[src/sv/sai_pkg.sv]
`timescale 1ns / 1ps

package sai_pkg;

    localparam int DEPTH      = 64;
    localparam int KEY_W      = 64;
    localparam int CNT_W      = $clog2(DEPTH + 1);
    localparam int CAP_W      = 7;
    localparam int POS_IN_W   = 6;
    localparam int POS_OUT_W  = 6;
    localparam int CNT_OUT_W  = 7;
    localparam int CAP_RESET  = 64;

    localparam int S_TDATA_W  = 72;
    localparam int M_TDATA_W  = 16;
    localparam int APB_ADDR_W = 2;
    localparam int APB_DATA_W = 32;

    localparam logic [APB_ADDR_W-1:0] ADDR_CAPACITY = 2'd0;

    localparam logic MODE_INSERT = 1'b0;
    localparam logic MODE_DELETE = 1'b1;

    typedef struct packed {
        logic load;
        logic shift_up;
        logic shift_dn;
    } cell_ctl_t;

    typedef enum logic [2:0] {
        S_IDLE  = 3'b001,
        S_CMP   = 3'b010,
        S_APPLY = 3'b100
    } state_t;

endpackage

[src/sv/sai_cell.sv]
`timescale 1ns / 1ps

module sai_cell
    import sai_pkg::*;
(
    input  logic             aclk,
    input  cell_ctl_t        ctl,
    input  logic             valid_in,
    input  logic [KEY_W-1:0] item_key,
    input  logic [KEY_W-1:0] lower_key,
    input  logic [KEY_W-1:0] upper_key,
    output logic [KEY_W-1:0] key_out,
    output logic             gt_out
);

    logic [KEY_W-1:0] key_reg;
    logic [KEY_W-1:0] key_next;
    logic             gt_reg;
    logic             gt_next;

    always_comb begin
        key_next = key_reg;
        if (ctl.load) begin
            key_next = item_key;
        end else if (ctl.shift_up) begin
            key_next = lower_key;
        end else if (ctl.shift_dn) begin
            key_next = upper_key;
        end
        gt_next = valid_in && (key_reg > item_key);
    end

    always_ff @(posedge aclk) begin
        key_reg <= key_next;
        gt_reg  <= gt_next;
    end

    assign key_out = key_reg;
    assign gt_out  = gt_reg;

endmodule

[config.mk]
export PLATFORM = sky130hd
export DESIGN_NAME = sai_cell
export DESIGN_NICKNAME = d
export VERILOG_FILES = /design/src/sv/sai_pkg.sv /design/src/sv/sai_cell.sv
export SDC_FILE = /design/constraint.sdc
export NUM_CORES = 1
export LEC_CHECK = 0
export ABC_AREA = 1
export BUFFER_PORTS_ARGS = -buffer_cell sky130_fd_sc_hd__buf_2
export CAP_MARGIN = 20
export CORE_AREA = 8 8 112 114
export CTS_BUF_LIST = sky130_fd_sc_hd__clkbuf_4 sky130_fd_sc_hd__clkbuf_8 sky130_fd_sc_hd__clkbuf_16
export DETAILED_ROUTE_END_ITERATION = 6
export DIE_AREA = 0 0 120 122
export MAX_ROUTING_LAYER = met4
export PLACE_DENSITY = 0.87
export SYNTH_ARGS = -nofsm -noshare
export SYNTH_HDL_FRONTEND = slang
export SYNTH_SLANG_ARGS = --single-unit
[constraint.sdc]
create_clock -name aclk -period 2.8 [get_ports aclk]
set_input_delay 0.14 -clock aclk [delete_from_list [all_inputs] [get_ports aclk]]
set_output_delay 0.14 -clock aclk [all_outputs]
set_load 0.01 [all_outputs]
; ---- Word-level counts from Yosys, hierarchy flattened
; Index checks and enable logic that the tools add are counted.
[word_totals]
regBits = 65
in_bits = 197
output_inout_bits = 65
wordCells = 8
[op_classes]
n_lt_le_gt_ge = 1
n_mux = 3
reduce_logical = 2
[op_table]
columns = operator, n
row1 = 64-bit 2-to-1 mux, 3
row2 = 64-bit > comparator, 1
row3 = 3-bit nonzero test, 1
row4 = 1-bit logical AND, 1

; ---- Logic depth before layout (Yosys ltp)
[depth]
ltp_word = 3
ltp_mapped = 15
depth_no_buf = 15

; ---- Worst setup path after synthesis
; No wires, ideal clock.
[synth_path]
kind = input to register
from = in ctl[1] (netlist bit)
to = reg key_reg[0], in the netlist key_out[0] (enable)
setup_time_ns = 0.424
t_arrival_ns = 1.860
required_ns = 2.376
slack_ns = 0.517
stages = 3
n_path_buf = 1
path_cell_list = clkbuf_1 -> nor2_1 -> nand2_1
[synth_via]
elab_chain_len = 1
[synth_rtl]
columns = item, line
row1 = "start, declared", sai_cell.sv:7  ; input cell_ctl_t ctl,
row2 = 3-bit nonzero test (no source line), --
row3 = "end signal, assigned", sai_cell.sv:34  ; key_reg <= key_next;
row4 = "end, declared", sai_cell.sv:16  ; logic [KEY_W-1:0] key_reg;
; No other way between the ends.
; A chain may end at the register's enable or synchronous reset.

; ---- Final worst setup path
[layout_path]
from = reg key_reg[63], in the netlist key_out[63]
to = reg gt_reg, in the netlist gt_out
[layout_via]
elab_chain_len = 2
[layout_rtl]
columns = item, line
row1 = 64-bit > comparator, sai_cell.sv:30  ; gt_next = valid_in && (key_reg > item_key);
row2 = 1-bit logical AND, sai_cell.sv:30
row3 = via gt_next, sai_cell.sv:19  ; logic gt_next;
row4 = "end signal, assigned", sai_cell.sv:35  ; gt_reg <= gt_next;
row5 = "end, declared", sai_cell.sv:18  ; logic gt_reg;
; The timed path passes the listed nets, and every way through them passes these cells.

==> results_dict.tcl <==
set metrics [dict create \
    status "finished, final reports clean" \
    fp.dieH_um 122 \
    report.power.total_uw 3030 \
    detail_route.wl_per_cell_um 16.2 \
    vias 5033 \
    effective_utilization_at_floorplan 0.449 \
    final.fill_count 970 \
    timing_worst_slew_pin_value_ns 0.600 \
    clkPwrFrac 0.300 \
    number_of_global_route_vias_before_repair 5150 \
    pwr-share-comb 0.281 \
    avgSynthCellArea_sq_um 8.45 \
    yosysSeqAreaShare 0.404 \
    static-leakage-power_uw 0.00344 \
    drive_above_1_share 0.345 \
    cp_data_required_time_ns 3.02 \
    finalSetupViolations 0 \
    fin_util 0.604 \
    postCtsSetupBuffers 0 \
    min_period_ns 1.74 \
    flow.area_growth_from_synthesis_pct 34.5 \
    htree_num_levels 3 \
    cts_hold_repair.buffers 0 \
    postCtsResizedCells 0 \
    synth.ff_latch_count 65 \
    regArea_sq_um 1940 \
    worst_skew_pair.late_latency_ns 0.34 \
    timing.hold.worst.class "primary input to register" \
    globalRouteOverflowTotal 0 \
    part_of_the_cycle_the_worst_path_needs 0.623 \
    netlist_area_sq_um 4810 \
    ant_nets 0 \
    synthesis.instances 569 \
    detailedPlacementHpwl_um 12300 \
    grt_first_pass_wirelength_um 24600 \
    p_seq_frac 0.418 \
    cts_root_buf "sky130_fd_sc_hd__clkbuf_8" \
    finalMaxSlewViolations 0 \
    cts.reportedPaths.clkPinSlew_ns 0.07 \
    cts_made_buffers 9 \
    rsz0062_at_grt "false" \
    tritoncts_num_sinks 65 \
    drt_pass1_iterations 5 \
    number_of_rows_created_at_floorplan 38 \
    area_used_by_multi_input_combinational_logic_sq_um 2450 \
    finClkSkew_ns 0.00782 \
    critPathKind "register to register" \
    die-area_sq_um 14600 \
    power-per-cell-area_nw_per_um2 468 \
    drt_wl_total_um 15600 \
    ys_warn_count 0 \
    synth_cell_types 19 \
    switching_share 0.304 \
    p_int_uw 2110 \
    final_cell_area_sq_um 6470 \
    switchingPower_uw 922 \
    core_sq_um 10700 \
    pin_count 262 \
    critical_path.startpoint_type "register" \
    synthesis.nets 830 \
    largest_net_degree_at_the_start_of_global_routing 65 \
    drt_iter0_drc 343 \
    timing.max_slew.rel_slack 0.600 \
    worstPathMaxFanout 3 \
    layout_nets 1081 \
    endpoint_kind_of_the_worst_setup_timing_path "register" \
    avgViaCountPerCell 5.22 \
    max_cap_viol_count 0 \
    max-clock-path-buffers 2 \
    fin_tns_setup_ns 0 \
    critical_path_arrival_ns 1.96 \
    globalRouteTotalUtil 0.212 \
    power.ir.vdd_worst_mv 0.239 \
    place_congestion 0.881 \
    die_w_um 120 \
    io_buffers 261 \
    fmaxAchievable_mhz 573 \
    drc 0 \
    post_dp_cell_area_sq_um 6230 \
    antenna_found_initial 0 \
    hold_viol 0 \
    antenna_cells_inserted 0 \
    cts_tree "yes" \
]
-- routing by layer --
| metal | share of wire | global-route usage |
|---|---|---|
| met1 | 0.40 | 0.239 |
| met2 | 0.50 | 0.368 |
| met5 | 0 | - |
| met3 | 0.079 | 0.0463 |
| met4 | 0.019 | 0.0695 |
-- power groups by stage --
stage | sequential, uW | combinational [uW] | clock (uW)
after floorplan | 1340 | 422 | 0
after CTS | 1270 | 856 | 932
after global routing | 1280 | 966 | 966
after global placement | 1280 | 827 | 0
after detailed placement | 1290 | 850 | 0
final | 1270 | 851 | 909
-- critical path, cell delays in order, from the launching register on --
cell and delay, ns:
sky130_fd_sc_hd__edfxtp_1 0.40, sky130_fd_sc_hd__ha_1 0.34, sky130_fd_sc_hd__nand4_1 0.14, sky130_fd_sc_hd__nor2_1 0.19, sky130_fd_sc_hd__and3_1 0.20, sky130_fd_sc_hd__nand2_1 0.12, sky130_fd_sc_hd__o21ai_0 0.19, sky130_fd_sc_hd__a21oi_1 0.06
-- logic make-up after synthesis --
| logic type | Yosys count | synth area share |
|---|---|---|
| adders and majority gates | 64 | 0.167 |
| DFF | 65 | 0.404 |
| buffers and inverters | 107 | 0.0864 |
| AOI/OAI and AO/OA | 171 | 0.213 |
| and+or+nand+nor | 162 | 0.130 |
-- final cells by class --
type / count / share of cell area
multi-input cells: 397 / 0.379
flip-flops and latches: 65 / 0.300
repair buffers: 267 / 0.213
inverters: 80 / 0.0464
well taps: 140 / 0.0271
clock buffers: 11 / 0.0215
clock inverters: 5 / 0.0124
-- path summary, 6_finish.rpt --
| kind | from | end | cells after the start | slack [ns] |
|---|---|---|---|---|
| setup reg to reg | key_out[63]$_DFFE_PP_ | gt_out$_DFF_P_ | 7 | 1.06 |
| hold / removal | valid_in | gt_out$_DFF_P_ | 3 | 0.07 |
| hold reg to reg | key_out[23]$_DFFE_PP_ | gt_out$_DFF_P_ | 7 | 0.91 |
| setup / recovery | key_out[63]$_DFFE_PP_ | gt_out$_DFF_P_ | 7 | 1.06 |
-- cells in the mapped netlist (all sizes together) --
cell    instances  area share
clkbuf         14       0.011
edfxtp         64        0.40
a22oi          63       0.098
inv            79       0.062
o21a            3      0.0047
nor2           22       0.017
nand3           3      0.0031
buf            13       0.013
and3            1      0.0013
a21oi          96        0.10
nand2         132        0.10
nand4           4      0.0052
dfxtp           1      0.0042
clkinv          1     0.00078
ha             64        0.17
a21o            1      0.0016
o21ai           8      0.0083
-- state kept, by name, indices dropped and copies added (netlist names) --
name,cells
key_out,64
gt_out,1
-- metrics by stage --
stage	hold slack, ns	setup slack [ns]	std cells
after detailed placement	0.420	0.956	948
after CTS	0.0514	1.07	964
after global placement	0.410	1.04	948
after floorplan	0.278	0.517	569
after global routing	0.0628	0.947	965
final	0.0737	1.06	965
-- cell usage in the layout, fill, tap and decap left out, drive strengths merged --
master | Yosys | layout
a21o | 1 | 1
a21oi | 96 | 96
a22oi | 63 | 63
and3 | 1 | 1
buf | 13 | 267
bufinv | 0 | 2
clkbuf | 14 | 11
clkinv | 1 | 2
clkinvlp | 0 | 2
dfxtp | 1 | 1
edfxtp | 64 | 64
ha | 64 | 64
inv | 79 | 79
nand2 | 132 | 132
nand3 | 3 | 3
nand4 | 4 | 4
nor2 | 22 | 22
o21a | 3 | 3
o21ai | 8 | 8
(Power assumes the default switching activity.)
